### config.mk
export PLATFORM = sky130hd
export DESIGN_NAME = clutpx_out
export DESIGN_NICKNAME = d
export VERILOG_FILES = /design/src/rtl/core/clutpx_pkg.sv /design/src/rtl/core/clutpx_out.sv
export VERILOG_INCLUDE_DIRS = /design/src /design/src/rtl/core
export SDC_FILE = /design/constraint.sdc
export NUM_CORES = 1
export LEC_CHECK = 0
export ABC_CLOCK_PERIOD_IN_PS = 1980
export BUFFER_PORTS_ARGS = -buffer_cell sky130_fd_sc_hd__buf_2
export CAP_MARGIN = 10
export CORE_UTILIZATION = 50
export CTS_CLUSTER_SIZE = 30
export DETAILED_ROUTE_END_ITERATION = 12
export PLACE_DENSITY = 0.73
export SETUP_SLACK_MARGIN = 0.1
export SLEW_MARGIN = 15
export SYNTH_ARGS = -nofsm -noshare
export SYNTH_HDL_FRONTEND = slang
export SYNTH_SLANG_ARGS = --single-unit
### constraint.sdc
create_clock -name clk -period 1.98 [get_ports clk]
set_clock_uncertainty 0.1 [all_clocks]
set_input_delay 0 -clock clk [delete_from_list [all_inputs] [get_ports clk]]
set_output_delay 0 -clock clk [all_outputs]
set_load 0.01 [all_outputs]
### src/rtl/core/clut_pixel_expander_unit_defines.svh
// Assertion macros shared by the pixel expander RTL.
`ifndef CLUT_PIXEL_EXPANDER_UNIT_DEFINES_SVH
`define CLUT_PIXEL_EXPANDER_UNIT_DEFINES_SVH

`ifndef ASSERT_OFF
`define ASSERT_IMPLIES(label, clk, rst, ante, cons, msg) \
  label: assert property (@(posedge clk) disable iff (rst) (ante) |-> (cons)) \
    else $error(msg);
`define ASSERT_NEXT(label, clk, rst, ante, cons, msg) \
  label: assert property (@(posedge clk) disable iff (rst) (ante) |=> (cons)) \
    else $error(msg);
`else
`define ASSERT_IMPLIES(label, clk, rst, ante, cons, msg)
`define ASSERT_NEXT(label, clk, rst, ante, cons, msg)
`endif

`endif

### src/rtl/core/clutpx_pkg.sv
// Shared types, constants and color expansion for the pixel expander.
package clutpx_pkg;

  localparam int PALETTE_ENTRIES_DEF = 256;
  localparam int FIFO_DEPTH = 4;

  typedef enum logic [1:0] {
    MODE_4BPP  = 2'd0,
    MODE_8BPP  = 2'd1,
    MODE_16BPP = 2'd2,
    MODE_24BPP = 2'd3
  } mode_t;

  typedef enum logic [1:0] {
    KIND_LUT    = 2'd0,
    KIND_DIRECT = 2'd1,
    KIND_RGB    = 2'd2
  } kind_t;

  // One pixel request handed from the issue stage to the output stage.
  typedef struct packed {
    logic        valid;
    kind_t       kind;
    logic        last;
    logic        oob;
    logic [23:0] raw;
  } req_t;

  typedef struct packed {
    logic       last;
    logic [7:0] alpha;
    logic [7:0] blue;
    logic [7:0] green;
    logic [7:0] red;
  } pixel_t;

  // Expands a 1-5-5-5 color into {alpha, blue, green, red}.
  function automatic logic [31:0] expand_colour(input logic [15:0] c);
    logic [7:0] r;
    logic [7:0] g;
    logic [7:0] b;
    logic [7:0] a;
    r = {c[4:0], 3'b000};
    g = {c[9:5], 3'b000};
    b = {c[14:10], 3'b000};
    a = ((c & 16'h8000) != 16'h0000 || (c & 16'h7FFF) != 16'h0000) ? 8'hFF : 8'h00;
    return {a, b, g, r};
  endfunction

endpackage

### src/rtl/core/clutpx_out.sv
// Output stage: builds pixels from palette, direct or RGB data and queues them.
module clutpx_out import clutpx_pkg::*; (
  input  logic        clk,
  input  logic        rst,
  input  req_t        req,
  input  logic [15:0] ram_rdata,
  output logic        room,
  output logic        out_valid,
  input  logic        out_ready,
  output logic [7:0]  red,
  output logic [7:0]  green,
  output logic [7:0]  blue,
  output logic [7:0]  alpha,
  output logic        last_pixel
);

  `include "clut_pixel_expander_unit_defines.svh"

  localparam int PW = $clog2(FIFO_DEPTH);
  localparam int LW = $clog2(FIFO_DEPTH + 1);

  logic          s1_valid;
  req_t          s1;
  logic [15:0]   colour;
  logic [31:0]   rgba;
  pixel_t        pix;
  pixel_t        fifo_mem [FIFO_DEPTH];
  logic [PW-1:0] wr_ptr;
  logic [PW-1:0] rd_ptr;
  logic [LW-1:0] level;
  logic [LW:0]   committed;
  logic          pop;

  always_ff @(posedge clk) begin
    if (rst) begin
      s1_valid <= 1'b0;
    end else begin
      s1_valid <= req.valid;
    end
  end

  always_ff @(posedge clk) begin
    s1 <= req;
  end

  // An index beyond the palette reads as black.
  always_comb begin
    colour = 16'h0000;
    rgba = 32'h0;
    case (s1.kind)
      KIND_LUT: begin
        colour = s1.oob ? 16'h0000 : ram_rdata;
        rgba = expand_colour(colour);
      end
      KIND_DIRECT: begin
        colour = s1.raw[15:0];
        rgba = expand_colour(colour);
      end
      KIND_RGB: begin
        rgba = {8'hFF, s1.raw};
      end
      default: begin
        rgba = 32'h0;
      end
    endcase
    pix = {s1.last, rgba};
  end

  // The issue stage only sends a request if the queue has a slot for it.
  assign committed = {1'b0, level} + {{LW{1'b0}}, s1_valid};
  assign room      = committed < (LW + 1)'(FIFO_DEPTH);
  assign out_valid = (level != '0);
  assign pop       = out_valid && out_ready;

  always_ff @(posedge clk) begin
    if (s1_valid) begin
      fifo_mem[wr_ptr] <= pix;
    end
  end

  always_ff @(posedge clk) begin
    if (rst) begin
      wr_ptr <= '0;
      rd_ptr <= '0;
      level <= '0;
    end else begin
      if (s1_valid) begin
        wr_ptr <= (wr_ptr == PW'(FIFO_DEPTH - 1)) ? '0 : wr_ptr + PW'(1);
      end
      if (pop) begin
        rd_ptr <= (rd_ptr == PW'(FIFO_DEPTH - 1)) ? '0 : rd_ptr + PW'(1);
      end
      level <= level + LW'(s1_valid) - LW'(pop);
    end
  end

  assign red        = fifo_mem[rd_ptr].red;
  assign green      = fifo_mem[rd_ptr].green;
  assign blue       = fifo_mem[rd_ptr].blue;
  assign alpha      = fifo_mem[rd_ptr].alpha;
  assign last_pixel = fifo_mem[rd_ptr].last;

  `ASSERT_IMPLIES(a_push_has_slot, clk, rst, s1_valid, level < LW'(FIFO_DEPTH), "pixel queue overflow")
  `ASSERT_IMPLIES(a_level_bound, clk, rst, 1'b1, level <= LW'(FIFO_DEPTH), "pixel queue level too high")
  `ASSERT_NEXT(a_level_hold, clk, rst, !s1_valid && !pop, level == $past(level), "queue level moved while idle")

endmodule

* Word-level counts from Yosys, hierarchy flattened
Memory sizes are Yosys's and may differ from the RTL's. A register that Yosys moved wholly into a read port is not among the register bits. Cells that the tools add are included.
Word-level totals: flip-flop bits (word level) 36, memory bits (writable) 132, input bits 48, output and inout port bits 35, memories 1
Memories:
- fifo_mem | words 4, width 33, rd ports 1, clocked after memory_dff 1, write ports 1, RTL line clutpx_out.sv:27 | pixel_t fifo_mem [FIFO_DEPTH];
Cells by class: add/subtract/negate cells 5, magnitude comparators 1, equality and inequality tests 4, muxes and demuxes 10, reduce and logical (&&, ||, !) cells 7
Operators by type and width (number):
- 32-bit case mux with 3 select lines | 1
- 16-bit nonzero test | 2
- 16-bit 2-to-1 mux | 1
- 8-bit 2-to-1 mux | 2
- 2-bit 2-to-1 mux | 4
- 2-bit equality test (second input constant) | 3
- 2-bit by 1-bit adder with 2-bit output (second input constant) | 2
- 3-bit by 1-bit adder with 4-bit output | 1
- 4-bit by 3-bit < comparator with 1-bit output (second input constant) | 1
- 3-bit by 1-bit adder with 3-bit output | 1
- 3-bit nonzero test | 1
- 3-bit by 1-bit subtractor with 3-bit output | 1
- 2-bit by 1-bit equality test with 1-bit output (second input constant) | 1
- 2-bit logical NOT | 1
- 1-bit logical OR | 2
- 1-bit 2-to-1 mux | 2
- 1-bit logical AND | 1

* Longest topological paths before layout
depth after elaboration 5, gate-level depth with buffers 10, gate-level depth less buffers 10

* Worst setup path after synthesis
Ideal clock, no wire load.
path type reg-to-reg, start point reg level[1], end point reg level[2], arrival 1923 ps, data required time 1765 ps, slack -157 ps, cell stages (with the launch flop) 11, path through dfxtp_1 -> or3_4 -> nand2_1 -> inv_1 -> ha_1 -> inv_1 -> ha_1 -> inv_1 -> fa_1 -> xnor2_1 -> nor2_1
Between the ends: longest elaborated chain between the ends 3, elaborated cells on any way between the ends 4, those cells by class add/sub: 2; reduce/logical: 2
RTL lines:
- start, declared | RTL line clutpx_out.sv:30 | logic [LW-1:0] level;
- start signal, assigned | RTL line clutpx_out.sv:93 | level <= level + LW'(s1_valid) - LW'(pop);
- 3-bit nonzero test | RTL line clutpx_out.sv:72 | assign out_valid = (level != '0);
- named net out_valid | RTL line clutpx_out.sv:8 | output logic out_valid,
- 1-bit logical AND | RTL line clutpx_out.sv:73 | assign pop = out_valid && out_ready;
- 3-bit by 1-bit subtractor with 3-bit output | RTL line clutpx_out.sv:93
The timed path passes the listed nets, and every way through them passes these cells. A chain may end at the register's enable or synchronous reset.

==> summary.md <==
| Metric | Value |
|---|---|
| Gr ovfl total | 0 |
| Synth top area share | 58.4% |
| Routed Antenna Nets | 0 |
| Max Slew Vio Count | 0 |
| Die area | 11100 sq um |
| Fmax | 498 MHz |
| DRC viols | 0 |
| YS warnings | 0 |
| Post-Synth XOR/XNOR Area | 0.164% |
| Worst setup EP type | output port |
| Worst R2R Path Depth | 9 |
| Layout filler cell count | a little under 700 |
| Post-synth EDFFs | between 100 and 150 |
| Number of max-cap violations | 0 |
| Post-Synth Adder-Cell Area | 2.25% |
| Area fraction in compound gates after synthesis | 4.37% |
| Die height | 105 um |
| Port-buffer cells | 82 |
| Top Ports | 83 |
| Synthesized Nets | 357 |
| Antenna violations before repair | 0 |
| Pwr/cell area | around 1100 nW/um^2 |
| Leak | 2.75 nW |
| VDD IR-drop max | 0.686 mV |
| H-tree depth | 4 |
| Post-synthesis mux area share | 11.7% |
| RePlAce Congestion | 0.806 |
| Synth-to-Final Area Change | 37.7% |
| Sequential share of the synthesized area | 72.6% |
| First-pass GRT wire length | 18400 um |
| Non-filler cells, final | 602 |
| Hold Crit Depth | 2 |
| Rows | 37 |
| Placed inst area | 5960 sq um |
| Failing checks | setup timing |
| Area leader, netlist | edfxtp_1 |
| Post-DP HPWL | 6630 um |
| Final Hold Fails | 0 |
| Vias in the first global route | 3504 |
| Max clock buf depth | 2 |
| Clock sink total | roughly 140 |
| Largest net degree at the start of global routing | 27 |
| Routed len/inst | 19.3 um |
| Post-Syn Area | 5350 sq um |
| Iteration count of the initial detailed-routing pass | 5 |
| Die width | 105 um |
| CTS tree | yes |
| Inst Count DP | 515 |
| Async S/R FF share, synth | 0% |
| Register area | 3890 sq um |
| Root buffer cell | clkbuf_8 |
| Hold Crit Class | in -> reg |
| Share of post-route cells with drive strength above 1 | 38.6% |
| Routed vias/inst | ~5.4 |
| Design Area, Final | 7360 sq um |
| Slew margin rel. | 59.5% |
| Critical path class | reg -> out |
| Crit Path Max Fanout | 8 |
| Main combinational cell family by area after synthesis | multiplexers |
| Multi-input logic area | between 1000 and 1500 sq um |
| Setup TNS | -0.237 ns |
| Core Util, Final | between 70 and 80% |
| Core ar. | slightly above 10000 sq um |
| Vias | approximately 3200 |
| Final min period | 2.01 ns |
| Crit share post-route | 101% |
| CTS buffer count | 17 |
| Initial Util | between 50% and 60% |
| Synthesized area per cell | 17.8 sq um |
| Final setup margin | -0.0271 ns |
| Flops & latches, synth | ~140 |
| Nets | 510 |
| Endpoints failing setup | 11 |
| # diodes | 0 |
| Clock latency on the worst-skew pair | 0.52 ns |
| Post-Synthesis Cells | 300 |
| WL final | 11600 um |
| RSZ-0062 raised after global routing | yes |
| Data arrival, critical path | 1.91 ns |
| Unique masters post-synth | 35 |
| Initial DRC count | 281 |
| CTS clk-pin slew, worst paths | 0.07 ns |
| Critical Path RT | 1.88 ns |
| Worst-margin pin slew | 0.601 ns |
| Fin Hold WS | 0.00781 ns |
| Main synth FF type | edfxtp_1 |
| Synthesized-area fraction occupied by and/or/nand/nor cells | 5.61% |
| Largest cells by area after synthesis | edfxtp_1 (58%), dfxtp_1 (14%), mux4_2 (8.4%) |
| Total Routing Usage GR | 23.0% |
| CP Launch Type | register |
| Run status | complete, but fails checks |
[power by group]
| group | internal [W] | switching, W |
|---|---|---|
| clock network | 0.00161 | 0.00135 |
| registers | 0.00334 | 0.0000862 |
| logic | 0.00115 | 0.000774 |
| total | 0.00609 | 0.00221 |
[worst max-delay path, cell delays in order (launching register included)]
cell and delay, ns:
dfxtp_4 0.42, buf_12 0.14, mux4_2 0.64, buf_6 0.18
[sequential cells by signal, summed over array words and instances, names as in the netlist, named ones only]
signal / cells
fifo_mem: 104
s1: 27
wr_ptr: 2
s1_valid: 1
pix: 1
level: 3
rd_ptr: 2
[metal layers]
layer	GRT usage, %	part of all wire, %	wire length (um)
met1	28.3	39	4520
met2	39.2	52	6060
met3	4.70	5.9	686
met4	10.7	2.8	327
met5	0	0	0
[final timing paths]
| check | start | endpoint | slack (ns) |
|---|---|---|---|
| worst max-delay path | register | alpha[1] | -0.03 |
| worst min-delay path | req[10] | s1[10] | 0.008 |
| worst max register to register | level[1] | level[1] | -0.02 |
| worst min register to register | rd_ptr[0] | register | 0.39 |
[cells in the mapped netlist, drive strengths merged (3+ instances only)]
cell type / n
o21ai: 16
nor4: 7
clkbuf: 3
mux4: 26
buf: 17
a22oi: 14
ha: 8
nor2: 8
a21oi: 3
nand2: 18
and2: 13
inv: 6
dfxtp: 38
edfxtp: 104
[placed cells by master (no fill, tap or decap), drive strengths merged, types with 14 or more instances in the layout]
cell / count
buf: 110
edfxtp: 104
dlygate4sd3: 44
dfxtp: 38
mux4: 26
nand2: 18
inv: 18
clkbuf: 17
o21ai: 16
a22oi: 14
[cell type report]
type                    count  share of cell area (%)
inverters                   6                   0.340
repair buffers            154                    19.3
flip-flops and latches    142                    52.8
well taps                 136                    2.31
clock inverters            15                    1.90
multi-input cells         132                    17.7
clock buffers              17                    5.62
[kinds of logic (layout without fill, tap and decap cells)]
group / Yosys count / in the layout
AO/OA/AOI/OAI: 37 / 37
adder cells (fa/ha/maj): 9 / 9
buffers and inverters: 26 / 192
XOR/XNOR: 1 / 1
multiplexers: 28 / 28
AND/OR/NAND/NOR: 57 / 57
flip-flops: 142 / 142
[through the flow]
step / worst slack, ns / total power [W]
after floorplan: -0.109 / 0.00434
after global placement: -0.0565 / 0.00470
after detailed placement: -0.0954 / 0.00473
after CTS: -0.0859 / 0.00825
after global routing: -0.0866 / 0.00863
final: -0.0271 / 0.00831
[what timing repair did]
action,4_1_cts,5_1_grt
hold endpoints to repair,54,4
pin swaps,6,5
endpoints found under the setup margin,35,39
setup buffers,6,2
gates cloned,3,0
hold buffers,45,1
resized for setup,48,11
(Power assumes the default switching activity.)
