## src/rtl/core/clut_pixel_expander_unit_defines.svh

```systemverilog
// Assertion macros shared by the pixel expander RTL.
`ifndef CLUT_PIXEL_EXPANDER_UNIT_DEFINES_SVH
`define CLUT_PIXEL_EXPANDER_UNIT_DEFINES_SVH

`ifndef ASSERT_OFF
`define ASSERT_IMPLIES(label, clk, rst, ante, cons, msg) \
  label: assert property (@(posedge clk) disable iff (rst) (ante) |-> (cons)) \
    else $error(msg);
`define ASSERT_NEXT(label, clk, rst, ante, cons, msg) \
  label: assert property (@(posedge clk) disable iff (rst) (ante) |=> (cons)) \
    else $error(msg);
`else
`define ASSERT_IMPLIES(label, clk, rst, ante, cons, msg)
`define ASSERT_NEXT(label, clk, rst, ante, cons, msg)
`endif

`endif

```

## src/rtl/core/clutpx_pkg.sv

```systemverilog
// Shared types, constants and color expansion for the pixel expander.
package clutpx_pkg;

  localparam int PALETTE_ENTRIES_DEF = 256;
  localparam int FIFO_DEPTH = 4;

  typedef enum logic [1:0] {
    MODE_4BPP  = 2'd0,
    MODE_8BPP  = 2'd1,
    MODE_16BPP = 2'd2,
    MODE_24BPP = 2'd3
  } mode_t;

  typedef enum logic [1:0] {
    KIND_LUT    = 2'd0,
    KIND_DIRECT = 2'd1,
    KIND_RGB    = 2'd2
  } kind_t;

  // One pixel request handed from the issue stage to the output stage.
  typedef struct packed {
    logic        valid;
    kind_t       kind;
    logic        last;
    logic        oob;
    logic [23:0] raw;
  } req_t;

  typedef struct packed {
    logic       last;
    logic [7:0] alpha;
    logic [7:0] blue;
    logic [7:0] green;
    logic [7:0] red;
  } pixel_t;

  // Expands a 1-5-5-5 color into {alpha, blue, green, red}.
  function automatic logic [31:0] expand_colour(input logic [15:0] c);
    logic [7:0] r;
    logic [7:0] g;
    logic [7:0] b;
    logic [7:0] a;
    r = {c[4:0], 3'b000};
    g = {c[9:5], 3'b000};
    b = {c[14:10], 3'b000};
    a = ((c & 16'h8000) != 16'h0000 || (c & 16'h7FFF) != 16'h0000) ? 8'hFF : 8'h00;
    return {a, b, g, r};
  endfunction

endpackage

```

## src/rtl/core/clutpx_issue.sv

```systemverilog
// Issue stage: holds a word, writes the palette, sends a pixel request a cycle given room.
module clutpx_issue import clutpx_pkg::*; #(
  parameter int PALETTE_ENTRIES = PALETTE_ENTRIES_DEF,
  parameter int AW = $clog2(PALETTE_ENTRIES)
) (
  input  logic          clk,
  input  logic          rst,
  input  logic          in_valid,
  output logic          in_ready,
  input  logic          func,
  input  logic [7:0]    palette_index,
  input  logic [15:0]   data_word,
  input  logic          image_start,
  input  logic          cfg_write_en,
  input  logic [1:0]    cfg_write_data,
  input  logic          room,
  output req_t          req,
  output logic [AW-1:0] ram_raddr,
  output logic          ram_we,
  output logic [AW-1:0] ram_waddr,
  output logic [15:0]   ram_wdata
);

  `include "clut_pixel_expander_unit_defines.svh"

  logic        busy;
  logic        item_func;
  logic [7:0]  item_index;
  logic [15:0] item_word;
  logic [1:0]  cnt;
  logic [1:0]  pack_phase;
  logic [1:0]  pack_phase_next;
  logic [31:0] held;
  logic [31:0] held_next;
  mode_t       pixel_mode;

  logic       has_pix;
  logic [1:0] last_cnt;
  logic       issue;
  logic       done;
  logic       accept;
  logic [7:0] byte_idx;
  logic [3:0] nib_idx;

  always_comb begin
    has_pix = 1'b0;
    last_cnt = 2'd0;
    if (item_func) begin
      case (pixel_mode)
        MODE_4BPP: begin
          has_pix = 1'b1;
          last_cnt = 2'd3;
        end
        MODE_8BPP: begin
          has_pix = 1'b1;
          last_cnt = 2'd1;
        end
        MODE_16BPP: begin
          has_pix = 1'b1;
          last_cnt = 2'd0;
        end
        MODE_24BPP: begin
          has_pix = (pack_phase == 2'd2);
          last_cnt = 2'd1;
        end
        default: begin
          has_pix = 1'b0;
        end
      endcase
    end
  end

  assign issue    = busy && has_pix && room;
  assign done     = busy && (!has_pix || (issue && cnt == last_cnt));
  assign in_ready = !busy || done;
  assign accept   = in_valid && in_ready;

  assign nib_idx  = item_word[4*cnt +: 4];
  assign byte_idx = cnt[0] ? item_word[15:8] : item_word[7:0];

  always_comb begin
    req = '0;
    req.valid = issue;
    req.last = (cnt == last_cnt);
    ram_raddr = '0;
    case (pixel_mode)
      MODE_4BPP: begin
        req.kind = KIND_LUT;
        ram_raddr = AW'({4'b0000, nib_idx});
      end
      MODE_8BPP: begin
        req.kind = KIND_LUT;
        req.oob = ({1'b0, byte_idx} >= 9'(PALETTE_ENTRIES));
        ram_raddr = AW'(byte_idx);
      end
      MODE_16BPP: begin
        req.kind = KIND_DIRECT;
        req.raw = {8'h00, item_word};
      end
      MODE_24BPP: begin
        req.kind = KIND_RGB;
        req.raw = cnt[0] ? {item_word[15:8], item_word[7:0], held[31:24]} : held[23:0];
      end
      default: begin
        req.kind = KIND_DIRECT;
      end
    endcase
  end

  // Palette writes go through the same slot as image words, so later lookups see them.
  assign ram_we    = busy && !item_func && ({1'b0, item_index} < 9'(PALETTE_ENTRIES));
  assign ram_waddr = AW'(item_index);
  assign ram_wdata = item_word;

  always_comb begin
    pack_phase_next = pack_phase;
    held_next = held;
    if (done && item_func && pixel_mode == MODE_24BPP) begin
      case (pack_phase)
        2'd1: begin
          held_next[31:16] = item_word;
          pack_phase_next = 2'd2;
        end
        2'd2: begin
          pack_phase_next = 2'd0;
        end
        default: begin
          held_next[15:0] = item_word;
          pack_phase_next = 2'd1;
        end
      endcase
    end
    // A start marker on the incoming word takes effect after the finishing word's update.
    if (accept && func && image_start) begin
      pack_phase_next = 2'd0;
    end
  end

  always_ff @(posedge clk) begin
    if (rst) begin
      busy <= 1'b0;
      cnt <= 2'd0;
      pack_phase <= 2'd0;
      held <= 32'h0;
      pixel_mode <= MODE_16BPP;
    end else begin
      if (cfg_write_en) begin
        pixel_mode <= mode_t'(cfg_write_data);
      end
      if (done) begin
        busy <= 1'b0;
        cnt <= 2'd0;
      end else if (issue) begin
        cnt <= cnt + 2'd1;
      end
      if (accept) begin
        busy <= 1'b1;
      end
      pack_phase <= pack_phase_next;
      held <= held_next;
    end
  end

  always_ff @(posedge clk) begin
    if (accept) begin
      item_func <= func;
      item_index <= palette_index;
      item_word <= data_word;
    end
  end

  `ASSERT_IMPLIES(a_req_image_only, clk, rst, req.valid, busy && item_func, "pixel request without image word")
  `ASSERT_IMPLIES(a_phase_range, clk, rst, 1'b1, pack_phase != 2'd3, "pack phase out of range")
  `ASSERT_NEXT(a_cnt_cleared, clk, rst, done, cnt == 2'd0, "pixel count not cleared after word")

endmodule

```

## config.mk

```make
export PLATFORM = sky130hd
export DESIGN_NAME = clutpx_issue
export DESIGN_NICKNAME = d
export VERILOG_FILES = /design/src/rtl/core/clutpx_pkg.sv /design/src/rtl/core/clutpx_issue.sv
export VERILOG_INCLUDE_DIRS = /design/src /design/src/rtl/core
export SDC_FILE = /design/constraint.sdc
export NUM_CORES = 1
export LEC_CHECK = 0
export BUFFER_PORTS_ARGS = -buffer_cell sky130_fd_sc_hd__buf_2
export CELL_PAD_IN_SITES_DETAIL_PLACEMENT = 0
export CELL_PAD_IN_SITES_GLOBAL_PLACEMENT = 2
export CORE_ASPECT_RATIO = 2
export CORE_MARGIN = 2
export CORE_UTILIZATION = 29
export CTS_CLUSTER_DIAMETER = 120
export DETAILED_ROUTE_END_ITERATION = 6
export PLACE_DENSITY_LB_ADDON = 0.15
export SETUP_SLACK_MARGIN = 0.02
export SYNTH_ARGS = -nofsm -noshare
export SYNTH_HDL_FRONTEND = slang
export SYNTH_SLANG_ARGS = --single-unit
export TNS_END_PERCENT = 20
```

## constraint.sdc

```tcl
create_clock -name clk -period 3.1 [get_ports clk]
set_input_delay 0.465 -clock clk [delete_from_list [all_inputs] [get_ports clk]]
set_output_delay 0.465 -clock clk [all_outputs]
set_load 0.05 [all_outputs]
```

# --- Word level (Yosys, flattened, before mapping) ---
# Cells that the tools add are included.
word_totals:
  out_inout_bits: 63
  in_bits: 33
  elab_cells: 55
  regBits: 64
classes:
  reduce_logical: 25
  n_mux: 12
  add_sub_neg: 1
  n_eq_ne: 6
  bitwise: 1
  shifts: 1
ops:
  columns: ["cell", "n"]
  rows:
  - ["case mux 24 bit (2 select lines)", 1]
  - ["2-to-1 mux 24 bit", 1]
  - ["case mux 8 bit (2 select lines)", 1]
  - ["variable part select 16 x 5 -> 4 bit", 1]
  - ["case mux 2 bit (3 select lines)", 2]
  - ["logical AND 1 bit", 10]
  - ["OR reduction 2 bit", 5]
  - ["2-to-1 mux 8 bit", 1]
  - ["equality test 2 bit, second input constant", 3]
  - ["equality test 2 x 1 -> 1 bit, second input constant", 2]
  - ["case mux 2 bit (2 select lines)", 1]
  - ["AND reduction 2 bit", 2]
  - ["zero test 1 bit", 3]
  - ["2-to-1 mux 1 bit", 3]
  - ["OR reduction 3 bit", 1]
  - ["adder 2 x 1 -> 2 bit, second input constant", 1]
  - ["equality test 2 bit", 1]
  - ["zero test 2 bit", 1]
  - ["logical OR 1 bit", 2]
  - ["2-to-1 mux 2 bit", 1]
  - ["case mux 1 bit (2 select lines)", 1]
  - ["nonzero test 2 bit", 1]
  - ["NOT 1 bit", 1]

# --- Logic depth before layout (Yosys ltp) ---
depth:
  word_depth: 14
  mapped_depth: 7
  ltp_nobuf: 6

# --- Least setup slack after synthesis ---
# Ideal clock, no wire load.
synth_path:
  kind: "reg-to-reg"
  from: "reg cnt[0]"
  to: "reg item_func, enable pin"
  period_less_slack_ns: 2.940
  required_ns: 2.678
  path_buffers: 1
  path_stages_with_launch: 5
  setup_ns: 0.422
  path_slack_ns: 0.160
  arrival_ns: 2.518
  cell_sequence: "dfxtp_1 buf_2 or2_2 a211o_1 a31oi_1"
synth_between:
  elab_chain_cells: 6
synth_lines:
  columns: ["element", "line_no", "source"]
  rows:
  - ["start: declaration", "clutpx_issue.sv:30", "logic [1:0] cnt;"]
  - ["start signal: assignment", "clutpx_issue.sv:154", "cnt <= cnt + 2'd1;"]
  - ["equality test 2 bit", "clutpx_issue.sv:74", "assign done = busy && (!has_pix || (issue && cnt == last_cnt));"]
  - ["logical AND 1 bit", "clutpx_issue.sv:74", null]
  - ["logical OR 1 bit", "clutpx_issue.sv:74", null]
  - ["logical AND 1 bit", "clutpx_issue.sv:74", null]
  - ["logical OR 1 bit", "clutpx_issue.sv:75", "assign in_ready = !busy || done;"]
  - ["logical AND 1 bit", "clutpx_issue.sv:76", "assign accept = in_valid && in_ready;"]
  - ["net accept", "clutpx_issue.sv:41", "logic accept;"]
  - ["end signal: assignment", "clutpx_issue.sv:166", "item_func <= func;"]
  - ["end: declaration", "clutpx_issue.sv:27", "logic item_func;"]
# The timed path passes the listed nets, and every way through them passes these cells.
# A chain may end at the register's enable or synchronous reset.

# --- Worst setup path in the final report ---
layout_path:
  from: "reg pixel_mode[1]"
  to: "out in_ready"
layout_between:
  elab_chain_cells: 10
  elab_cells_between_ends: 18
  classes_between: "eq/ne (4); mux (4); reduce/logical (10)"
layout_lines:
  columns: ["element", "line_no", "source"]
  rows:
  - ["start: declaration", "clutpx_issue.sv:35", "mode_t pixel_mode;"]
  - ["start signal: assignment", "clutpx_issue.sv:148", "pixel_mode <= mode_t'(cfg_write_data);"]
  - ["equality test 2 bit, or another cell as far along", "clutpx_issue.sv:49", "case (pixel_mode)"]
  - ["OR reduction 3 bit (no source line)", null, null]
  - ["case mux 1 bit (2 select lines)", "clutpx_issue.sv:49", null]
  - ["2-to-1 mux 1 bit", "clutpx_issue.sv:48", "if (item_func) begin"]
  - ["logical AND 1 bit (2 in series)", "clutpx_issue.sv:73", "assign issue = busy && has_pix && room;"]
  - ["logical AND 1 bit", "clutpx_issue.sv:74", null]
  - ["logical OR 1 bit (*)", "clutpx_issue.sv:74", null]
  - ["logical AND 1 bit (*)", "clutpx_issue.sv:74", null]
  - ["logical OR 1 bit (*)", "clutpx_issue.sv:75", null]
  - ["end: declaration", "clutpx_issue.sv:9", "output logic in_ready,"]
# Every way passes the cells marked *; elsewhere a longest branch is shown, timed or not.

==> results.yml <==
floorplanning:
  core-area_mm2: 0.0108
  dieArea_mm2: 0.0119
  ios: 96
  fp.dieW_um: 78.2
  die_h_um: 152
  rows: 54
  initial_utilization_pct: 29.5
global_routing:
  grt_pass1_wl_mm: 14.3
  grt.overflow.total: 0
  grt_pass1_vias: 2586
  antenna_found_initial: 0
  grt_max_degree: 44
  grt.total_usage_pct: 15.9
critical_path:
  start_kind: "register"
  crit_type: "reg -> out"
  cp-end-kind: "output port"
  worst-path-max-fanout: 12
  critical_path_required_ps: 2630
  crit_arrival_ps: 2150
clock_network:
  post_cts_resized: 0
  cts_hold_buffers: 0
  postCtsSetupBuffers: 0
  cts_max_level: 3
  numCtsBuffers: 9
  clkTransAtPathRegs_ps: 60
  cts_tree: "built"
  insertion_delay_ps: 330
  cts_root_buf: "clkbuf_16"
  cts_sinks: 64
  cts_buffer_depth: 2
detailed_routing:
  drt_first_pass_iters: 4
  vias: 2490
  ant_nets: 0
  viasPerCell: 4.69
  drcViolationCount: 0
  finalWirelength_mm: 8.93
  drt_iter0_markers: 95
  wire_per_inst_um: 16.8
yosys:
  yosysTopAreaCell: "dfxtp_1"
  synth_cells: 296
  syn_area_mm2: 0.00319
  yosysTopAreaCellShare_pct: 24.5
  post-synth-top-count-cell: "mux2i_1"
  synth_top_flop_cell: "dfxtp_1"
  ys_ff_latch: 64
  syn_nets: 331
  synth-edff-count: 25
  synthArstFlopShare_pct: 0
  yosys-top-cells-count: "mux2i_1, nor2_1, dfxtp_1"
  avgSynthCellArea_um2: 10.8
  synth-seq-area-share_pct: 48.0
  netlist_top_cells_area: "dfxtp_1, edfxtp_1, mux2i_1, nor2_1, o211a_1"
  yosys_warnings: 0
  synth_cell_types: 34
timing:
  relSlewSlack_pct: 48.5
  hold_slack_ps: 305
  max_freq_mhz: 383
  skew_ps: 5.49
  hold_violations: 0
  timing.setup.tns_ps: 0
  setup_viol: 0
  final_max_slew_viol_count: 0
  rsz0062_at_grt: "no"
  period_minus_slack_ps: 2610
  post-route-period-util_pct: 84.3
  worst_pin_slew_ps: 773
  setup_slack_ps: 488
flow_run:
  maxCapViolCount: 0
layout:
  antennaDiodeCount: 0
  area_growth_pct: 30.1
  drive_above_1_share_pct: 31.5
  final_nets: 421
place:
  port_buffers: 94
  hpwl_mm: 6.19
  gp_congestion: 0.741
  pre_cts_slack_ps: 798
power:
  power_density_mw_per_mm2: 603
  peakVddDrop_mv: 0.407
  leakage_uw: 0.00166
min_path:
  hp-class: "in -> reg"
run_status:
  status: "finished, final reports clean"
-- final timing paths --
path | from | endpoint | slack [ps] | depth (start not counted)
max | pixel_mode[1] | in_ready | 490 | 4
min | data_word[4] | ram_wdata[4] | 300 | 1
max reg2reg | cnt[0] | held[27] | 950 | 5
min reg2reg | held[6] | held[6] | 490 | 2
-- metal layers --
metal / global-route usage (%) / up-vias / share of wire, %
met5: 0 / - / 0
met4: 7.27 / 0 / 2.3
met3: 2.90 / 13 / 3.1
met2: 28.1 / 58 / 54
met1: 18.2 / 1184 / 41
li1: - / 1235 / -
-- per-stage QoR --
step | cell area [um^2] | util (%) | cells | total power (uW)
after global routing | 4150 | 38.4 | 531 | 2600
after detailed placement | 3810 | 35.2 | 515 | 1350
after CTS | 4150 | 38.4 | 531 | 2550
after global placement | 3810 | 35.2 | 515 | 1350
after floorplan | 3190 | - | 296 | 1240
final | 4150 | 38.4 | 531 | 2500
-- cell type report --
class                           count  area, um^2
Fill cell                        1147        6660
Sequential cell                    64        1530
Multi-Input combinational cell    201        1520
Timing Repair Buffer              102         556
Clock buffer                        9         225
Tap cell                          140         175
Clock inverter                      7         119
Inverter                            8        30.0
-- registers in the layout (all words and copies together) (netlist names) --
name and flops:
pack_phase 2, pixel_mode 2, cnt 2, item_func 1, ram_wdata 16, busy 1, ram_waddr 8, held 32
-- where the power goes --
part / switching, uW / leakage [uW] / total (uW) / internal [uW]
Sequential: 40.6 / 0.000559 / 945 / 905
Clock: 391 / 0.000164 / 1180 / 787
Combinational: 281 / 0.000940 / 380 / 99.2
-- kinds of logic after synthesis --
| kind of cell | Yosys count | share of synthesized area, % |
|---|---|---|
| AND/OR/NAND/NOR | 88 | 12.7 |
| buffers and inverters | 31 | 5.02 |
| XOR/XNOR | 2 | 0.549 |
| AO/OA/AOI/OAI | 47 | 11.6 |
| flip-flops | 64 | 48.0 |
| adder cells (fa/ha/maj) | 2 | 0.784 |
| other | 1 | 0.117 |
| multiplexers | 61 | 21.2 |
-- cells in the final DEF, fill, tap and decap left out, types with 5 or more instances in the layout --
cell and instances:
o211a_1 12, inv_1 8, buf_4 6, nor2_1 44, mux2i_1 57, o21ai_0 5, nand2b_1 9, edfxtp_1 25
a21oi_1 16, dfxtp_1 38, a211oi_1 6, clkbuf_16 9, nand2_1 19, buf_2 94
-- critical path: stages, from the launching register on --
cell,delay [ps]
dfxtp_1,550
and4b_1,250
o21ai_0,460
nand3_1,270
buf_2,280
Power figures use the tool's default switching activity.
